<file path="src/sv/mcta_pkg.sv">
// Shared types and constants for the media clock timestamp alignment check.
// No dependencies; used by the divider cells, the grid check and the top level.
package mcta_pkg;

  localparam int unsigned StampW  = 32;
  localparam int unsigned PeriodW = 48;
  localparam int unsigned TimeW   = 64;

  // Per-beat flags that travel alongside the arithmetic
  typedef struct packed {
    logic checked;
    logic video_valid;
    logic pres_valid;
  } side_t;

endpackage

</file>
<file path="src/sv/mcta_grid.sv">
// Grid point rounding, quarter-period distance test and result flags; two stages.
// Depends on mcta_pkg. Fed by the last divider cell, drives the result port.
module mcta_grid #(
  parameter int unsigned NW = 49,
  parameter int unsigned RW = 50,
  parameter int unsigned F  = 16
) (
  input  logic                         clk_i,
  input  logic                         rst_ni,
  input  logic                         valid_i,
  output logic                         adv_o,
  input  logic                         stall_i,
  output logic                         valid_o,
  input  logic                         drop_en_i,
  input  logic [mcta_pkg::PeriodW-1:0] p_i,
  input  mcta_pkg::side_t              side_i,
  input  logic [mcta_pkg::StampW-1:0]  d_v_i,
  input  logic [mcta_pkg::StampW-1:0]  d_p_i,
  input  logic [NW-1:0]                n_v_i,
  input  logic [NW-1:0]                n_p_i,
  input  logic [RW-1:0]                r_v_i,
  input  logic [RW-1:0]                r_p_i,
  output logic                         checked_o,
  output logic                         video_mismatch_o,
  output logic                         pres_mismatch_o,
  output logic                         drop_o
);

  localparam logic [NW-1:0] Half = (F > 0) ? NW'(1) << ((F + NW - 1) % NW) : '0;
  localparam int unsigned   Sh   = F + 2;

  logic                         a_valid_q, b_valid_q, adv_a, adv_b;
  logic [mcta_pkg::PeriodW-1:0] p_q;
  mcta_pkg::side_t              side_q;
  logic [mcta_pkg::StampW-1:0]  d_v_q, d_p_q;
  logic [NW-1:0]                gi_v_q, gi_p_q, gi_v_d, gi_p_d;
  logic [NW-1:0]                dist_v, dist_p;
  logic                         off_v, off_p, vm, pm, drop_v;
  logic                         checked_q, vm_q, pm_q, drop_q;

  // n*P equals (N - r) / 2, so no multiplier is needed
  always_comb begin
    gi_v_d = (((n_v_i - NW'(r_v_i)) >> 1) + Half) >> F;
    gi_p_d = (((n_p_i - NW'(r_p_i)) >> 1) + Half) >> F;
  end

  always_comb begin
    dist_v = (gi_v_q >= NW'(d_v_q)) ? (gi_v_q - NW'(d_v_q)) : (NW'(d_v_q) - gi_v_q);
    dist_p = (gi_p_q >= NW'(d_p_q)) ? (gi_p_q - NW'(d_p_q)) : (NW'(d_p_q) - gi_p_q);
    off_v  = ((64'(dist_v) << Sh) > 64'(p_q));
    off_p  = ((64'(dist_p) << Sh) > 64'(p_q));
    vm     = side_q.checked && side_q.video_valid && off_v;
    drop_v = vm && drop_en_i;
    // presentation check is skipped once the video check has dropped the beat
    pm     = side_q.checked && side_q.pres_valid && !drop_v && off_p;
  end

  assign adv_b = !b_valid_q || !stall_i;
  assign adv_a = !a_valid_q || adv_b;
  assign adv_o = adv_a;

  always_ff @(posedge clk_i or negedge rst_ni) begin
    if (!rst_ni) begin
      a_valid_q <= 1'b0;
      b_valid_q <= 1'b0;
    end else begin
      if (adv_a) begin
        a_valid_q <= valid_i;
      end
      if (adv_b) begin
        b_valid_q <= a_valid_q;
      end
    end
  end

  always_ff @(posedge clk_i) begin
    if (adv_a) begin
      p_q    <= p_i;
      side_q <= side_i;
      d_v_q  <= d_v_i;
      d_p_q  <= d_p_i;
      gi_v_q <= gi_v_d;
      gi_p_q <= gi_p_d;
    end
    if (adv_b) begin
      checked_q <= side_q.checked;
      vm_q      <= vm;
      pm_q      <= pm;
      drop_q    <= drop_v || (pm && drop_en_i);
    end
  end

  assign valid_o          = b_valid_q;
  assign checked_o        = checked_q;
  assign video_mismatch_o = vm_q;
  assign pres_mismatch_o  = pm_q;
  assign drop_o           = drop_q;

endmodule

</file>
<file path="config.mk">
export PLATFORM = sky130hd
export DESIGN_NAME = mcta_grid
export DESIGN_NICKNAME = d
export VERILOG_FILES = /design/src/sv/mcta_pkg.sv /design/src/sv/mcta_grid.sv
export SDC_FILE = /design/constraint.sdc
export NUM_CORES = 1
export LEC_CHECK = 0
export BUFFER_PORTS_ARGS = -buffer_cell sky130_fd_sc_hd__buf_2
export CORE_MARGIN = 8
export CORE_UTILIZATION = 30
export DETAILED_ROUTE_END_ITERATION = 16
export PLACE_DENSITY = 0.49
export SYNTH_ARGS = -nofsm -noshare
export SYNTH_HDL_FRONTEND = slang
export SYNTH_SLANG_ARGS = --single-unit
</file>
<file path="constraint.sdc">
create_clock -name clk_i -period 16.8 [get_ports clk_i]
set_clock_uncertainty 0.1 [all_clocks]
set_input_delay 3.36 -clock clk_i [delete_from_list [all_inputs] [get_ports clk_i]]
set_output_delay 3.36 -clock clk_i [all_outputs]
set_load 0.1 [all_outputs]
</file>
==> results of run 1 <==
[cell usage after synthesis, drive strengths merged, types with 11 or more instances]
library cell | count | area (um^2)
clkbuf | 76 | 288
or3 | 11 | 70.1
o21ai | 154 | 775
and3 | 18 | 113
xor2 | 66 | 578
nor2 | 149 | 559
or4 | 13 | 105
o21a | 17 | 128
a21oi | 285 | 1430
edfxtp | 185 | 5560
o31ai | 13 | 116
a21o | 111 | 833
mux2i | 32 | 320
and2 | 16 | 103
nor3 | 51 | 270
nor4 | 24 | 178
nand2b | 16 | 108
nand3 | 55 | 285
a2111oi | 12 | 161
inv | 306 | 1150
o211ai | 25 | 193
nand2 | 195 | 732
ha | 284 | 3550
a31oi | 17 | 106
nand4 | 69 | 438
nor2b | 24 | 150
a211oi | 22 | 170
a21boi | 13 | 97.6
xnor2 | 117 | 1030
o21bai | 38 | 285
[cell type report]
cell class | instances | area, um^2 | area share
clock inverter | 14 | 190 | 0.00783
tap | 940 | 1180 | 0.0484
clock buffer | 18 | 429 | 0.0177
multi-input combinational | 1971 | 14100 | 0.579
sequential | 187 | 5610 | 0.231
antenna | 7 | 17.5 | 0.000721
timing repair buffer | 328 | 1660 | 0.0683
inverter | 306 | 1150 | 0.0473
[cells by family after synthesis]
family / Yosys count
AOI/OAI and AO/OA: 788
xor gates and xnor gates: 183
adders and majority gates: 288
buffers and inverters: 391
DFF: 187
muxes: 39
and+or+nand+nor: 673
[layer usage]
layer / vias to the layer above / global-route usage / share of wire
met5: - / 0 / 0.00059
met2: 349 / 0.285 / 0.49
met4: 6 / 0.0451 / 0.016
met3: 61 / 0.0278 / 0.038
met1: 8905 / 0.209 / 0.46
li1: 9732 / - / -
[worst max-delay path, cell delays in order]
cell and delay (ns):
buf_2 0.12, nand3_4 0.12, buf_2 0.45
[where the power goes]
group	internal [uW]	switching, uW
Clock	249	187
Combinational	583	890
Sequential	595	40.2
Total	1430	1120
[placed cells by master (no fill, tap or decap), types with 13 or more instances in the layout]
master,netlist,routed
nor2_1,149,149
a31oi_1,17,16
nor3_1,48,48
xnor2_1,116,116
a21boi_0,13,13
o21a_1,17,17
nor4_1,21,21
nand2b_1,15,15
and3_1,18,18
inv_1,306,306
o211ai_1,24,24
xor2_1,66,66
ha_1,284,284
nand4_1,68,68
o21bai_1,38,38
a21o_1,111,111
nor2b_1,24,24
o21ai_0,149,149
a21oi_1,285,285
mux2i_1,32,32
and2_1,15,15
a211oi_1,21,21
nand3_1,53,52
nand2_1,195,195
clkbuf_16,0,17
buf_2,4,321
edfxtp_1,185,185
[sequential cells by signal, indices dropped and copies added (netlist names), 3 cells and up]
name and count:
p_q 48, d_p_q 32, gi_v_q 33, gi_p_q 33, d_v_q 32, side_q 3
[final timing paths]
path | endpoint | depth (start not counted)
setup reg to reg | drop_o | 25
setup / recovery | adv_o | 3
hold / removal | valid_o | 1
max in group asynchronous | valid_o | 1
hold reg to reg | valid_o | 1
min in group asynchronous | a_valid_q | 1
[per-stage QoR]
step	util	instances
after floorplan	-	2549
after global placement	0.339	3732
after detailed placement	0.339	3732
after CTS	0.347	3764
after global routing	0.348	3768
final	0.348	3771
==> summary.txt, run 1 <==
Clk_lat worst skew -> 0.49 ns
Die ar. -> 79200 um^2
Crit path arrival time -> 4.06 ns
WS Path Type -> in2out
Total power draw -> 2550 uW
Max Slew Vio Count -> 0
R2R Path Start -> gi_p_q[0]
Min-delay src -> a_valid_q
First-pass DRT Iterations -> 5
Vias in the first global route -> 19200
Sum Neg Setup Slack -> 0 ns
Placed cell area -> 23700 um^2
Post-synthesis mux area share -> 0.0191
Post-Synth Adder-Cell Area -> 0.172
RSZ-0062 raised after global routing -> false
Async set-reset flop share out of synthesis -> 0.0107
CTS buffer count -> 17
Dpl ws -> 8.91 ns
Starting density of the core -> 0.302
Yosys reg bits -> 187
Post-Synthesis Cells -> 2549
Post-CTS Hold Fix Bufs -> 0
Syn_area_per_cell -> 8.29 um^2
Layout cells sized above 1 -> 0.149
H-tree depth -> 4
DP HPWL -> 56.5 mm
Drt via density -> 5.05
Die Span Y -> 281 um
Reg2Reg Setup Slack -> 10.01 ns
# nets final -> 3417
Warnings from Yosys -> 0
Finished Cell Area -> 24300 um^2
Routability-driven placement congestion ratio -> 0.863
Req. time, crit path -> 13.34 ns
Worst hold margin -> 0.423 ns
Setup Fix Bufs, Post-CTS -> 0
Initial antenna violation count -> 13
CORE AREA -> 69900 um^2
CP Capture Type -> output pin
TritonCTS clock tree -> yes
Post-route worst setup slack -> 9.28 ns
Synth unique cells -> 89
# DRC -> 0
Slew at the pin closest to its max-slew limit -> 0.936 ns
Clk root buf -> clkbuf_16
Number of I/O pins -> 324
Worst Setup Start Kind -> primary input
Relative max-transition margin -> 0.376
Seq/Total Area, Yosys -> 0.265
Std-Cell Rows -> 97
Via count -> 19100
Post-synth EDFFs -> 185
CP startpoint -> stall_i
Final ANT Viol Nets -> 0
Status -> complete, no violations
Post-layout min period -> 7.52 ns
CP Max Fanout -> 3
GRT Util Overall -> 0.164
Max Cap Viol -> 0
Synthesized cell area -> 21100 um^2
Synth Area in Compound Gates -> 0.239
Largest family of logic cells by synthesized area -> compound AO/OA/AOI/OAI gates
FILL cells -> 7490
WL per Instance -> 17.6 um
Final hold viol count -> 0
Final wirelength -> 66.5 mm
Clock buffer depth -> 2
Largest net degree at the start of global routing -> 76
Post-synthesis simple-gate area fraction -> 0.159
Sink Count -> 187
Hold WC Path Type -> reg2reg
Fin crit share -> 0.448
Ys flop type -> edfxtp_1
I/O Buffers -> 321
Area Overhead vs Synth -> 15.0%
First-pass GRT wire length -> 104 mm
Synth Net Count -> 3155
Final setup vio count -> 0
CTS resizes -> 0
VDD IR-drop max -> 54.2 uV
DRT iter0 DRCs -> 948
P per Cell Area -> 105 nW/um^2
LEAKAGE -> 0.0112 uW
Remaining global-route overflow -> 0
Die Wd -> 281 um
CTS clk-pin slew, worst paths -> 0.07 ns
Fmax -> 0.133 GHz
XOR/XNOR share of the synthesized area -> 0.0762
(Power assumes the default switching activity.)
==> inputs of run 2 (changes only) <==
PLACE_DENSITY = 0.5   (was 0.49)
clock period = 6.3 ns   (was 16.8 ns; I/O delays follow)
==> summary.txt, run 2 (synthesis results as in run 1) <==
First-pass GRT wire length -> 105 mm
H-tree depth -> 4
Clk_lat worst skew -> 0.48 ns
WL per Instance -> 17.7 um
WS Path Type -> reg2reg
Final hold viol count -> 0
Clk root buf -> clkbuf_16
Biggest register -> p_q
DP HPWL -> 57.8 mm
Routability-driven placement congestion ratio -> 0.877
CORE AREA -> 69900 um^2
LEAKAGE -> 0.0114 uW
Die Wd -> 281 um
Final setup vio count -> 0
Std-Cell Rows -> 97
Max reg flops -> 48
GRT Util Overall -> 0.166
Starting density of the core -> 0.302
Max Slew Vio Count -> 0
Status -> complete, no violations
Fmax -> 0.167 GHz
Layout cells sized above 1 -> 0.165
Placed cell area -> 24000 um^2
Remaining global-route overflow -> 0
Most frequent cells in the layout -> buf_2, inv_1, ha_1
Drt via density -> 5.08
Register Area -> 5610 um^2
Sum Neg Setup Slack -> 0 ns
# DRC -> 0
Relative max-transition margin -> 0.392
CTS clk-pin slew, worst paths -> 0.07 ns
Die ar. -> 79200 um^2
Final wirelength -> 67.6 mm
Initial antenna violation count -> 16
Post-layout min period -> 6.00 ns
CP Capture Type -> flip-flop
Fin crit share -> 0.953
Number of I/O pins -> 324
CP Max Fanout -> 3
Area Overhead vs Synth -> 16.8%
TritonCTS clock tree -> yes
I/O Buffers -> 321
Die Span Y -> 281 um
DRT iter0 DRCs -> 1152
Post-CTS Hold Fix Bufs -> 0
Sink Count -> 187
P per Cell Area -> 277 nW/um^2
VDD IR-drop max -> 158 uV
Vias in the first global route -> 19600
Final ANT Viol Nets -> 0
Most common cell after layout, fill and taps aside -> buf_2
Clock buffer depth -> 2
Max Cap Viol -> 0
First-pass DRT Iterations -> 6
Req. time, crit path -> 6.43 ns
FILL cells -> 7400
Largest net degree at the start of global routing -> 71
Crit path arrival time -> 6.13 ns
Worst Setup Start Kind -> flip-flop
Hold WC Path Type -> reg2reg
Slew at the pin closest to its max-slew limit -> 0.911 ns
Biggest regs -> p_q x48, gi_p_q x33, gi_v_q x33
CTS buffer count -> 17
Multi-input gate area -> 14100 um^2
Finished Cell Area -> 24700 um^2
Via count -> 19400
# nets final -> 3467
run 2: worst max-delay path, stage by stage, from the launching register on:
cell and delay, ns:
edfxtp_1 0.39, inv_1 0.07, ha_1 0.13, inv_1 0.06
fa_1 0.39, a21o_1 0.22, a221oi_2 0.30, buf_4 0.18
o31ai_2 0.08, a21oi_2 0.18, o21ai_1 0.14, a31o_2 0.30
mux2_2 0.32, a221o_1 0.44, a21oi_2 0.21, xnor2_1 0.16
ha_1 0.29, a21o_1 0.16, a21oi_1 0.15, nor2_1 0.06
a2111oi_0 0.42, o211ai_1 0.15, nor3_1 0.16, o21ai_0 0.12
o311a_1 0.39, o21a_1 0.18
run 2: where the power goes:
part	total, uW	leakage (uW)	switching, uW	internal, uW
Combinational	4090	0.00924	2410	1680
Clock	1050	0.000261	465	580
Sequential	1700	0.00192	107	1590
run 2: path summary, 6_finish.rpt:
kind | start | end | slack, ns | cells past startpoint
min in group asynchronous | rst_ni | a_valid_q | 0.46 | 1
worst min register to register | a_valid_q | valid_o | 0.43 | 1
worst max register to register | gi_p_q[0] | drop_o | 0.30 | 25
worst max-delay path | gi_p_q[0] | drop_o | 0.30 | 25
worst min-delay path | a_valid_q | valid_o | 0.43 | 1
max in group asynchronous | rst_ni | valid_o | 5.55 | 1
run 2: final cells by class:
class,instances,share of cell area
inverter,306,0.0465
sequential,187,0.227
clock inverter,11,0.00492
clock buffer,21,0.0178
antenna,10,0.00101
timing repair buffer,378,0.0834
tap,940,0.0476
multi-input combinational,1971,0.572
run 2: what timing repair did:
| item | CTS | global route |
|---|---|---|
| gates cloned | 0 | 0 |
| resized for setup | 0 | 11 |
| endpoints found under the setup margin | 1 | 3 |
| setup buffers | 0 | 4 |
| endpoints found under the hold margin | 0 | 0 |
| pin swaps | 1 | 4 |
run 2: through the flow:
stage          power (uW)  utilization  setup WS (ns)  std cells  hold slack (ns)
2_1_floorplan        4560            -          0.448       2549            0.342
4_1_cts              6870        0.352         0.0108       3810            0.396
5_1_grt              7450        0.353       -0.00588       3821            0.420
3_3_place_gp         5710        0.344         0.0540       3778            0.411
6_report             6830        0.353          0.297       3824            0.428
3_5_place_dp         5760        0.344         0.0341       3778            0.420
run 2: metal layers:
metal	vias up	GRT usage	routed length [um]
met5	-	0	54
met2	401	0.290	33300
met3	82	0.0269	2290
met1	9100	0.208	30700
li1	9827	-	-
met4	8	0.0504	1280
