### src/sv/mcta_pkg.sv
// Shared types and constants for the media clock timestamp alignment check.
// No dependencies; used by the divider cells, the grid check and the top level.
package mcta_pkg;

  localparam int unsigned StampW  = 32;
  localparam int unsigned PeriodW = 48;
  localparam int unsigned TimeW   = 64;

  // Per-beat flags that travel alongside the arithmetic
  typedef struct packed {
    logic checked;
    logic video_valid;
    logic pres_valid;
  } side_t;

endpackage

### src/sv/mcta_div_cell.sv
// One restoring-division step for both timestamp lanes, with its own beat register.
// Depends on mcta_pkg. Chained by the top level, one cell per numerator bit.
module mcta_div_cell #(
  parameter int unsigned NW   = 49,
  parameter int unsigned RW   = 50,
  parameter int unsigned STEP = 0
) (
  input  logic                         clk_i,
  input  logic                         rst_ni,
  input  logic                         valid_i,
  input  logic                         adv_i,
  output logic                         adv_o,
  output logic                         valid_o,
  input  logic [mcta_pkg::PeriodW-1:0] p_i,
  output logic [mcta_pkg::PeriodW-1:0] p_o,
  input  mcta_pkg::side_t              side_i,
  output mcta_pkg::side_t              side_o,
  input  logic [mcta_pkg::StampW-1:0]  d_v_i,
  output logic [mcta_pkg::StampW-1:0]  d_v_o,
  input  logic [mcta_pkg::StampW-1:0]  d_p_i,
  output logic [mcta_pkg::StampW-1:0]  d_p_o,
  input  logic [NW-1:0]                n_v_i,
  output logic [NW-1:0]                n_v_o,
  input  logic [NW-1:0]                n_p_i,
  output logic [NW-1:0]                n_p_o,
  input  logic [RW-1:0]                r_v_i,
  output logic [RW-1:0]                r_v_o,
  input  logic [RW-1:0]                r_p_i,
  output logic [RW-1:0]                r_p_o
);

  localparam int unsigned BitIdx = NW - 1 - STEP;

  logic                         valid_q;
  logic [mcta_pkg::PeriodW-1:0] p_q;
  mcta_pkg::side_t              side_q;
  logic [mcta_pkg::StampW-1:0]  d_v_q, d_p_q;
  logic [NW-1:0]                n_v_q, n_p_q;
  logic [RW-1:0]                r_v_q, r_p_q, r_v_d, r_p_d;
  logic [RW-1:0]                div, s_v, s_p;

  // divisor is twice the period
  assign div = RW'({p_i, 1'b0});
  assign s_v = {r_v_i[RW-2:0], n_v_i[BitIdx]};
  assign s_p = {r_p_i[RW-2:0], n_p_i[BitIdx]};

  always_comb begin
    r_v_d = (s_v >= div) ? (s_v - div) : s_v;
    r_p_d = (s_p >= div) ? (s_p - div) : s_p;
  end

  assign adv_o = !valid_q || adv_i;

  always_ff @(posedge clk_i or negedge rst_ni) begin
    if (!rst_ni) begin
      valid_q <= 1'b0;
    end else if (adv_o) begin
      valid_q <= valid_i;
    end
  end

  always_ff @(posedge clk_i) begin
    if (adv_o) begin
      p_q    <= p_i;
      side_q <= side_i;
      d_v_q  <= d_v_i;
      d_p_q  <= d_p_i;
      n_v_q  <= n_v_i;
      n_p_q  <= n_p_i;
      r_v_q  <= r_v_d;
      r_p_q  <= r_p_d;
    end
  end

  assign valid_o = valid_q;
  assign p_o     = p_q;
  assign side_o  = side_q;
  assign d_v_o   = d_v_q;
  assign d_p_o   = d_p_q;
  assign n_v_o   = n_v_q;
  assign n_p_o   = n_p_q;
  assign r_v_o   = r_v_q;
  assign r_p_o   = r_p_q;

endmodule

### config.mk
export PLATFORM = sky130hd
export DESIGN_NAME = mcta_div_cell
export DESIGN_NICKNAME = d
export VERILOG_FILES = /design/src/sv/mcta_pkg.sv /design/src/sv/mcta_div_cell.sv
export SDC_FILE = /design/constraint.sdc
export NUM_CORES = 1
export LEC_CHECK = 0
export BUFFER_PORTS_ARGS = -buffer_cell sky130_fd_sc_hd__buf_2
export CORE_AREA = 2 2 245 247
export CTS_BUF_LIST = sky130_fd_sc_hd__clkbuf_2
export CTS_CLUSTER_DIAMETER = 120
export DETAILED_ROUTE_END_ITERATION = 10
export DIE_AREA = 0 0 247 249
export PLACE_DENSITY = 0.51
export SLEW_MARGIN = 40
export SYNTH_ARGS = -nofsm -noshare
export SYNTH_HDL_FRONTEND = slang
export SYNTH_SLANG_ARGS = --single-unit
### constraint.sdc
create_clock -name clk_i -period 10.2 [get_ports clk_i]
set_input_delay 1.02 -clock clk_i [delete_from_list [all_inputs] [get_ports clk_i]]
set_output_delay 1.02 -clock clk_i [all_outputs]
set_load 0.01 [all_outputs]
==> impl_metrics.toml, run 1 <==
[outcome]
status = "finished, final reports clean"

[setup_path]
end_kind = "flip-flop"
r2r_slack_ns = 8.02
cp_common_cell = "o31ai_4"
arrival_ns = 5.38
critPathKind = "in2reg"
crit_fanout = 58
worstPathRequired_ns = 10.92
slowest_delay_ns = 0.62
worst_path_max_delay_cell = "buf_4"
path_cells = "dlygate4sd3_1 -> buf_2 -> inv_1 -> ha_1 -> o21a_1 -> o31a_2 -> o22ai_2 -> o31ai_4 -> a41oi_2 -> o31ai_4 -> a2111oi_4 -> o31ai_4 -> buf_4 -> buf_4 -> mux2_1"
cp-start-kind = "input port"

[power_and_ir_drop]
combPwrFrac_pct = 26.3
powerDensity_mw_per_mm2 = 151
seqPwrFrac_pct = 46.8
switching_share_pct = 32.5
leakagePower_nw = 10.1
vdd_drop_max_v = 0.0000771
pwr-share-clk_pct = 26.9
p_int_mw = 2.33
netSwitchingPower_mw = 1.12

[timing]
tightest_slew_ns = 0.818
setup_tns_ns = 0
min_period_ns = 4.66
relSlewSlack_pct = 45.5
grt_setup_unrepaired = "no"
fmax_ghz = 0.215
slew_violations = 0
period_share_pct = 45.7
finalHoldViolCount = 0
setup_violations = 0
finClkSkew_ns = 0.0879

[finish]
fin_cells = 3065
layout-drive-gt1-share_pct = 36.2
syn_to_final_growth_pct = 39.1
multi_input_area_mm2 = 0.00650
layout.nets = 2641
nFillCells = 5875
seq_area_mm2 = 0.00936

[synthesis]
synth-main-ff-cell = "edfxtp_1"
synth_top_family_by_area = "compound AO/OA/AOI/OAI gates"
muxShareOfSynthArea_pct = 1.14
syn_avg_cell_area_um2 = 11.8
ys_ff_latch = 312
yosysMostFrequentCell = "edfxtp_1"
synthSimpleGateAreaFrac_pct = 9.60
ys_top_cells_by_count = "311 x edfxtp_1, 125 x nand2_1, 105 x a21oi_1"
synth_compound_area_share_pct = 16.7
yosys_warnings = 0
yosys.area_share.adder_pct = 7.57
synth_area_leaders = "edfxtp_1 57%, ha_1 7.3%, a21oi_1 3.2%"
synth-xor-area-share_pct = 4.43
synth.cell_area_mm2 = 0.0164
ys_seq_area_share_pct = 57.1
synthArstFlopShare_pct = 0.321
synthCells = 1390
synth.top_cell.area_share_pct = 56.9
yosysTopAreaCell = "edfxtp_1"
synth_nets = 1805
synth_edf_count = 311
ys_types = 78

[min_path]
hold_class = "in2reg"

[detailed_routing]
drc = 0
routed_wirelength_um = 62500
routedWlPerCell_um = 20.4
drtIter0Drc = 831
num_vias = 14400
vias_per_cell = 4.70
drt_pass1_iterations = 7
ant_nets = 0

[placement]
dp_cells = 2743
dp_hpwl_um = 49300
gp_congestion = 0.896
portBuffers = 629

[clock_network]
clkLatencyLatePin_ns = 1.04
holdBufCountCts = 167
max-clock-path-buffers = 3
tritoncts = "done"
clk_pin_slew_worst_paths_ns = 0.10
cts_buffers = 87
root_buffer = "clkbuf_2"
clock_sinks = 312
htree_levels = 3
cts_resized = 0
post_cts_buffers = 0

[global_routing]
grt_pass1_vias = 14600
antenna_found_initial = 18
grt_max_degree = 114
grt_pass1_wl_um = 90400
track_usage_pct = 19.6
grt-ovfl-total = 0

[floorplanning]
die_area_mm2 = 0.0615
die_w_um = 247
die_h_um = 249
core-area_mm2 = 0.0587
ios = 632
rows = 89
initial_utilization_pct = 28.0

[flow_run]
cap_violations = 0
## area by class of cell
| class | instances | area share (%) |
|---|---|---|
| well taps | 773 | 4.24 |
| clock buffers | 120 | 2.63 |
| repair buffers | 802 | 21.4 |
| multi-input cells | 946 | 28.5 |
| inverters | 77 | 1.27 |
| clock inverters | 25 | 0.795 |
| flip-flops and latches | 312 | 41.0 |
| diodes | 10 | 0.110 |
## routing by layer
layer  up-vias  part of all wire (%)  track usage [%]  wire (um)
li1       6934                     -                -          -
met1      6830                    37             21.1      23300
met2       516                    53             36.1      32900
met3       117                   6.6             4.47       4100
met4        14                   3.5             8.61       2210
met5         -                  0.14                0         87
## state kept, by name (all words and copies together) (netlist names)
| register | flops |
|---|---|
| side_o | 3 |
| n_p_o | 48 |
| r_v_o | 50 |
| valid_o | 1 |
| n_v_o | 48 |
| p_o | 48 |
| d_v_o | 32 |
| r_p_o | 50 |
| d_p_o | 32 |
## cells by family after synthesis
family          count (synthesis)
compound gates                413
xor+xnor                       83
fa+ha+maj                      98
buf+inv                       132
flops                         312
mux                            17
simple gates                  335
## path summary, 6_finish.rpt
kind	to	startpoint	depth (start not counted)
setup / recovery	r_p_o[15]$_DFFE_PP_	p_i[3]	15
hold / removal	d_p_o[30]$_DFFE_PP_	d_p_i[30]	1
setup reg to reg	r_v_o[11]$_DFFE_PP_	valid_o$_DFFE_PN0P_	2
hold reg to reg	d_p_o[19]$_DFFE_PP_	valid_o$_DFFE_PN0P_	1
max in group asynchronous	valid_o$_DFFE_PN0P_	rst_ni	2
min in group asynchronous	valid_o$_DFFE_PN0P_	rst_ni	2
## critical path: cells and delay by family
kind	cells	cell delay [ns]
compound gates	8	1.87
fa+ha+maj	1	0.37
buf+inv	5	1.66
mux	1	0.39
## layout by cell type, fill, tap and decap left out, types with 11 or more instances in the layout
cell type,count
clkbuf_2,120
nand4_1,21
nor2b_1,13
o21ai_1,11
nand2_1,125
a21o_1,56
edfxtp_1,311
a21oi_2,26
ha_1,96
nand2b_1,14
o21bai_1,15
nor2_1,77
a21oi_1,105
xnor2_1,50
o21a_1,13
buf_2,629
o21ai_0,97
dlygate4sd3_1,167
xor2_1,33
nor3_1,11
clkinv_1,12
a31oi_1,12
nand3_1,26
inv_1,77
and3_1,11
## power by group through the flow
stage                     Combinational [mW]  Sequential, mW  Clock [mW]
after global routing                   0.990            1.63        1.05
after floorplan                        0.425            1.75           0
after detailed placement               0.858            1.65           0
final                                  0.908            1.62       0.930
after global placement                 0.854            1.64           0
after CTS                              0.916            1.62       0.989
## per-stage QoR
| stage | utilization (%) | power, mW | area (um^2) | hold slack [ns] | setup slack, ns |
|---|---|---|---|---|---|
| 3_3_place_gp | 34.6 | 2.50 | 20300 | 0.795 | 4.99 |
| 4_1_cts | 38.8 | 3.52 | 22800 | 0.000432 | 5.69 |
| 3_5_place_dp | 34.6 | 2.50 | 20300 | 0.796 | 5.00 |
| 5_1_grt | 38.9 | 3.67 | 22800 | 0.0204 | 5.40 |
| 6_report | 38.9 | 3.45 | 22800 | 0.207 | 5.54 |
| 2_1_floorplan | - | 2.17 | 16400 | 0.724 | 0.642 |
Power figures use the tool's default switching activity.
==> run 2: changes to the inputs <==
==> constraint.sdc (replaced) <==
create_clock -name clk_i -period 4.6 [get_ports clk_i]
set_input_delay 0.46 -clock clk_i [delete_from_list [all_inputs] [get_ports clk_i]]
set_output_delay 0.46 -clock clk_i [all_outputs]
set_load 0.01 [all_outputs]
==> run 2 against run 1 <==
Sequential power increased by 120%. Clock skew grew 0.0076 ns. Cell count up 9.5%. Total power is 130% higher. Combinational power increased by 150%. Sequential cell count stayed put. Worst hold slack worse by 0.0053 ns. Non-clock buffer count is 290 higher. Routed wire length rose by 5.4%. Register-to-register slack got worse by 5.4 ns. First-iteration DRC count shrank 2.2%. Final area up 13%. Critical path type unchanged. Largest cell class unchanged.
==> impl_metrics.toml, run 2 (synthesized netlist as in run 1, its figures left out) <==
[detailed_routing]
drc = 0
wl_met2_um = 32700
met1Wirelength_um = 24700
routedWlPerCell_um = 19.6
vias_per_cell = 4.68
wl_met3_um = 4080
top_layer = "met5"
routed_wirelength_um = 65900
num_vias = 15700
drt_pass1_iterations = 5
ant_nets = 0
drtIter0Drc = 813

[timing]
tightest_slew_ns = 0.853
relSlewSlack_pct = 42.4
min_period_ns = 4.25
finalHoldViolCount = 0
setup_tns_ns = 0
slew_violations = 0
setup_violations = 0
finClkSkew_ns = 0.0956
final.setup.worst_slack_ns = 0.351
timing.hold.ws_ns = 0.202
fmax_ghz = 0.235
grt_setup_unrepaired = "no"
period_share_pct = 92.4

[placement]
dp_cells = 2749
dp_hpwl_um = 48900
placed_cell_area_mm2 = 0.0204
gp_congestion = 0.880
place_ws_ns = 0.460
portBuffers = 629

[finish]
layout.nets = 2930
layout_commonest_cell = "buf_2"
final_cell_area_mm2 = 0.0257
fin_cells = 3356
final_core_util_pct = 43.9
layout-drive-gt1-share_pct = 32.2
syn_to_final_growth_pct = 56.9
final_cell_mix = "629 x buf_2, 451 x dlygate4sd3_1, 311 x edfxtp_1"

[setup_path]
worst_path_max_delay_cell = "a31oi_1"
slowest_delay_ns = 0.56
cp-start-kind = "input port"
crit_fanout = 53
arrival_ns = 5.00
crit_start = "p_i[1]"
end_kind = "flip-flop"
path_buf_inv = 5
cp_common_cell = "dlygate4sd3_1"
r2r_cells = 2
worstSetupPathDepth = 15
worstPathRequired_ns = 5.35
path_cells = "dlygate4sd3_1 -> buf_2 -> inv_1 -> ha_1 -> nand2b_1 -> a21oi_1 -> o311ai_0 -> nand3_1 -> a31oi_1 -> o211ai_1 -> a211o_1 -> o21ai_4 -> buf_12 -> o21ai_0 -> dlygate4sd3_1"
r2r-start = "valid_o$_DFFE_PN0P_"
critPathKind = "in2reg"
path_delay_family = "compound AO/OA/AOI/OAI gates"

[clock_network]
cts_resized = 0
max-clock-path-buffers = 3
clkLatencyLatePin_ns = 1.03
tritoncts = "done"
cts_buffers = 86
clock_sinks = 312
clk_pin_slew_worst_paths_ns = 0.09
root_buffer = "clkbuf_2"
htree_levels = 3

[global_routing]
grt_pass1_vias = 16200
track_usage_pct = 20.7
grt-ovfl-total = 0
grt_max_degree = 119
grt_pass1_wl_um = 96100
antenna_found_initial = 9

[floorplanning]
die_area_mm2 = 0.0615
core-area_mm2 = 0.0587
initial_utilization_pct = 28.0
ios = 632
die_w_um = 247
rows = 89
die_h_um = 249

[min_path]
hold_start = "p_i[28]"
hold_class = "in2reg"
hold_path_depth = 2

[power_and_ir_drop]
powerDensity_mw_per_mm2 = 308
vdd_drop_max_v = 0.000263
leakagePower_nw = 11.4
power_mw = 7.93

[flow_run]
cap_violations = 0

[outcome]
status = "finished, final reports clean"
-- run 2: cell type report --
cell class	count	area (um^2)
inverters	77	289
fillers	5498	32900
well taps	773	967
multi-input cells	946	6490
clock inverters	31	196
clock buffers	119	596
diodes	6	15.0
repair buffers	1092	7820
flip-flops and latches	312	9360
-- run 2: report_power, final --
group          internal (mW)  total [mW]  switching, mW
Sequential              3.50        3.59         0.0830
Combinational           1.02        2.26           1.24
Clock                  0.823        2.08           1.26
-- run 2: metal layers --
metal / vias up / track usage, %
met1: 7429 / 22.2
met5: - / 0
li1: 7511 / -
met4: 6 / 14.4
met2: 613 / 35.9
met3: 163 / 4.47
-- run 2: worst paths after layout --
check | to | slack (ns)
max | r_v_o[11]$_DFFE_PP_ | 0.35
max in group asynchronous | valid_o$_DFFE_PN0P_ | 4.23
min | p_o[28]$_DFFE_PP_ | 0.20
min in group asynchronous | valid_o$_DFFE_PN0P_ | 0.27
max reg2reg | d_v_o[13]$_DFFE_PP_ | 2.58
min reg2reg | d_v_o[31]$_DFFE_PP_ | 1.06
-- run 2: worst reg2reg max path, cell delays in order (launching register included) --
cell and delay (ns):
dfrtp_1 0.43, nand2b_4 0.50, buf_12 0.53
-- run 2: timing repair --
action,CTS,global route
hold endpoints to repair,313,0
buffers inserted,0,0
hold buffers,451,0
==> run 3: changes to the inputs <==
--- a/config.mk
+++ b/config.mk
@@ -12,6 +12,7 @@
 export DETAILED_ROUTE_END_ITERATION = 10
 export DIE_AREA = 0 0 247 249
 export PLACE_DENSITY = 0.51
+export RECOVER_POWER = 100
 export SLEW_MARGIN = 40
 export SYNTH_ARGS = -nofsm -noshare
 export SYNTH_HDL_FRONTEND = slang
==> run 3 against run 2 <==
The run now ends with max-capacitance violations, max-slew violations left. Total power down 1.1%. Critical path depth stayed put. Die area is the same. Combinational power shrank 4%. Fmax decreased by 2.4%. Clock power hardly changed. Cell count stayed put. Via count grew 0.23%. Critical endpoint unchanged. Largest power group unchanged. Highest routed layer unchanged.
==> impl_metrics.toml, run 3 (synthesized netlist as in run 1, its figures left out) <==
[setup_path]
arrival_ns = 5.11
critPathKind = "in2reg"
r2r_cells = 2
worstPathRequired_ns = 5.35
r2r_slack_ns = 0.78
path_cells = "dlygate4sd3_1 -> clkbuf_1 -> inv_1 -> ha_1 -> nand2b_1 -> a21oi_1 -> o311ai_0 -> nand3_1 -> a31oi_1 -> o211ai_1 -> a211o_1 -> o21ai_4 -> buf_12 -> o21ai_0 -> dlygate4sd3_1"
crit_start = "p_i[1]"
r2r-start = "valid_o$_DFFE_PN0P_"
worst_path_max_delay_cell = "a31oi_1"
cp_common_cell = "dlygate4sd3_1"
r2r_end = "n_v_o[26]$_DFFE_PP_"
path_delay_family = "compound AO/OA/AOI/OAI gates"
crit_fanout = 53
slowest_delay_ns = 0.55
cp-start-kind = "input port"
end_kind = "flip-flop"
path_buf_inv = 5

[outcome]
failed_checks = "max-capacitance violations, max-slew violations"
status = "complete, but fails checks"

[floorplanning]
rows = 89
ios = 632
die_h_um = 249
die_w_um = 247
die_area_mm2 = 0.0615
core-area_mm2 = 0.0587
initial_utilization_pct = 28.0

[global_routing]
grt_pass1_vias = 16200
grt_pass1_wl_um = 96100
grt-ovfl-total = 0
grt_max_degree = 119
antenna_found_initial = 9
track_usage_pct = 20.7

[clock_network]
cts_buffers = 86
root_buffer = "clkbuf_2"
clock_sinks = 312
clk_pin_slew_worst_paths_ns = 0.09
clkLatencyLatePin_ns = 1.04
htree_levels = 3
tritoncts = "done"
max-clock-path-buffers = 3
cts_resized = 0

[finish]
nFillCells = 5717
layout_commonest_cell = "dlygate4sd3_1"
final_cell_mix = "451 x dlygate4sd3_1, 363 x clkbuf_1, 311 x edfxtp_1"
layout-drive-gt1-share_pct = 17.8
syn_to_final_growth_pct = 53.6
final_core_util_pct = 42.9
fin_cells = 3356
layout.nets = 2930

[timing]
setup_violations = 0
fmax_ghz = 0.230
relSlewSlack_pct = -33.2
period_share_pct = 94.6
min_period_ns = 4.35
tightest_slew_ns = 2.00
slew_violations = 222
timing.hold.ws_ns = 0.206
finalHoldViolCount = 0
grt_setup_unrepaired = "no"
setup_tns_ns = 0
finClkSkew_ns = 0.101

[power_and_ir_drop]
vdd_drop_max_v = 0.000264
power_mw = 7.84
powerDensity_mw_per_mm2 = 311
leakagePower_nw = 10.3

[placement]
dp_hpwl_um = 48900
gp_congestion = 0.880
portBuffers = 629
dp_cells = 2749

[detailed_routing]
routed_wirelength_um = 66100
routedWlPerCell_um = 19.7
ant_nets = 0
drtIter0Drc = 803
vias_per_cell = 4.70
drc = 0
num_vias = 15800
drt_pass1_iterations = 5

[min_path]
hold_class = "in2reg"
hold_path_depth = 2
hold_start = "p_i[37]"
hold_end = "p_o[37]$_DFFE_PP_"

[flow_run]
cap_violations = 3
[run 3: changes by cell type in the layout (fill, tap and decap cells not counted), moves of 2 or more]
cell	previous run	this run
a21oi_1	105	109
a21oi_2	26	22
buf_12	5	2
buf_2	629	269
buf_4	7	3
clkbuf_1	0	363
clkbuf_2	119	121
clkbuf_4	0	2
o21ai_0	97	102
o21ai_1	11	6
[run 3: how the worst max path moves through the flow]
stage                                     end  cells after the start
after floorplan           r_p_o[47]$_DFFE_PP_                     13
after global placement    r_v_o[49]$_DFFE_PP_                     13
after detailed placement   r_v_o[5]$_DFFE_PP_                     14
after CTS                 r_v_o[49]$_DFFE_PP_                     15
after global routing       r_p_o[5]$_DFFE_PP_                     15
final                     r_v_o[11]$_DFFE_PP_                     15
[run 3: cell type report]
| class | instances | area [um^2] | area share, % |
|---|---|---|---|
| sequential | 312 | 9360 | 37.2 |
| timing repair buffer | 1092 | 7310 | 29.0 |
| multi-input combinational | 946 | 6460 | 25.6 |
| tap | 773 | 967 | 3.84 |
| clock buffer | 119 | 596 | 2.36 |
| inverter | 77 | 289 | 1.15 |
| clock inverter | 31 | 196 | 0.780 |
| antenna | 6 | 15.0 | 0.0596 |
[run 3: repair_timing]
action,CTS,global route
setup endpoints to repair,0,0
hold buffers,451,0
endpoints found under the hold margin,313,0
buffers inserted,0,0
[run 3: power breakdown]
group | switching [mW] | internal, mW
combinational | 1.24 | 0.925
sequential | 0.0926 | 3.51
clock | 1.26 | 0.823
[run 3: routing by layer]
layer,GRT usage [%],vias to the layer above,share of wire (%)
met3,4.47,163,6.1
met2,35.9,599,50
met4,14.4,6,6.2
met5,0,-,0.056
li1,-,7506,-
met1,22.2,7484,38
[run 3: through the flow]
step | worst slack, ns | cell area (um^2)
6_report | 0.247 | 25200
5_1_grt | 0.182 | 25200
4_1_cts | 0.614 | 25700
3_5_place_dp | 0.460 | 20400
3_3_place_gp | 0.486 | 20400
2_1_floorplan | 1.43 | 16400
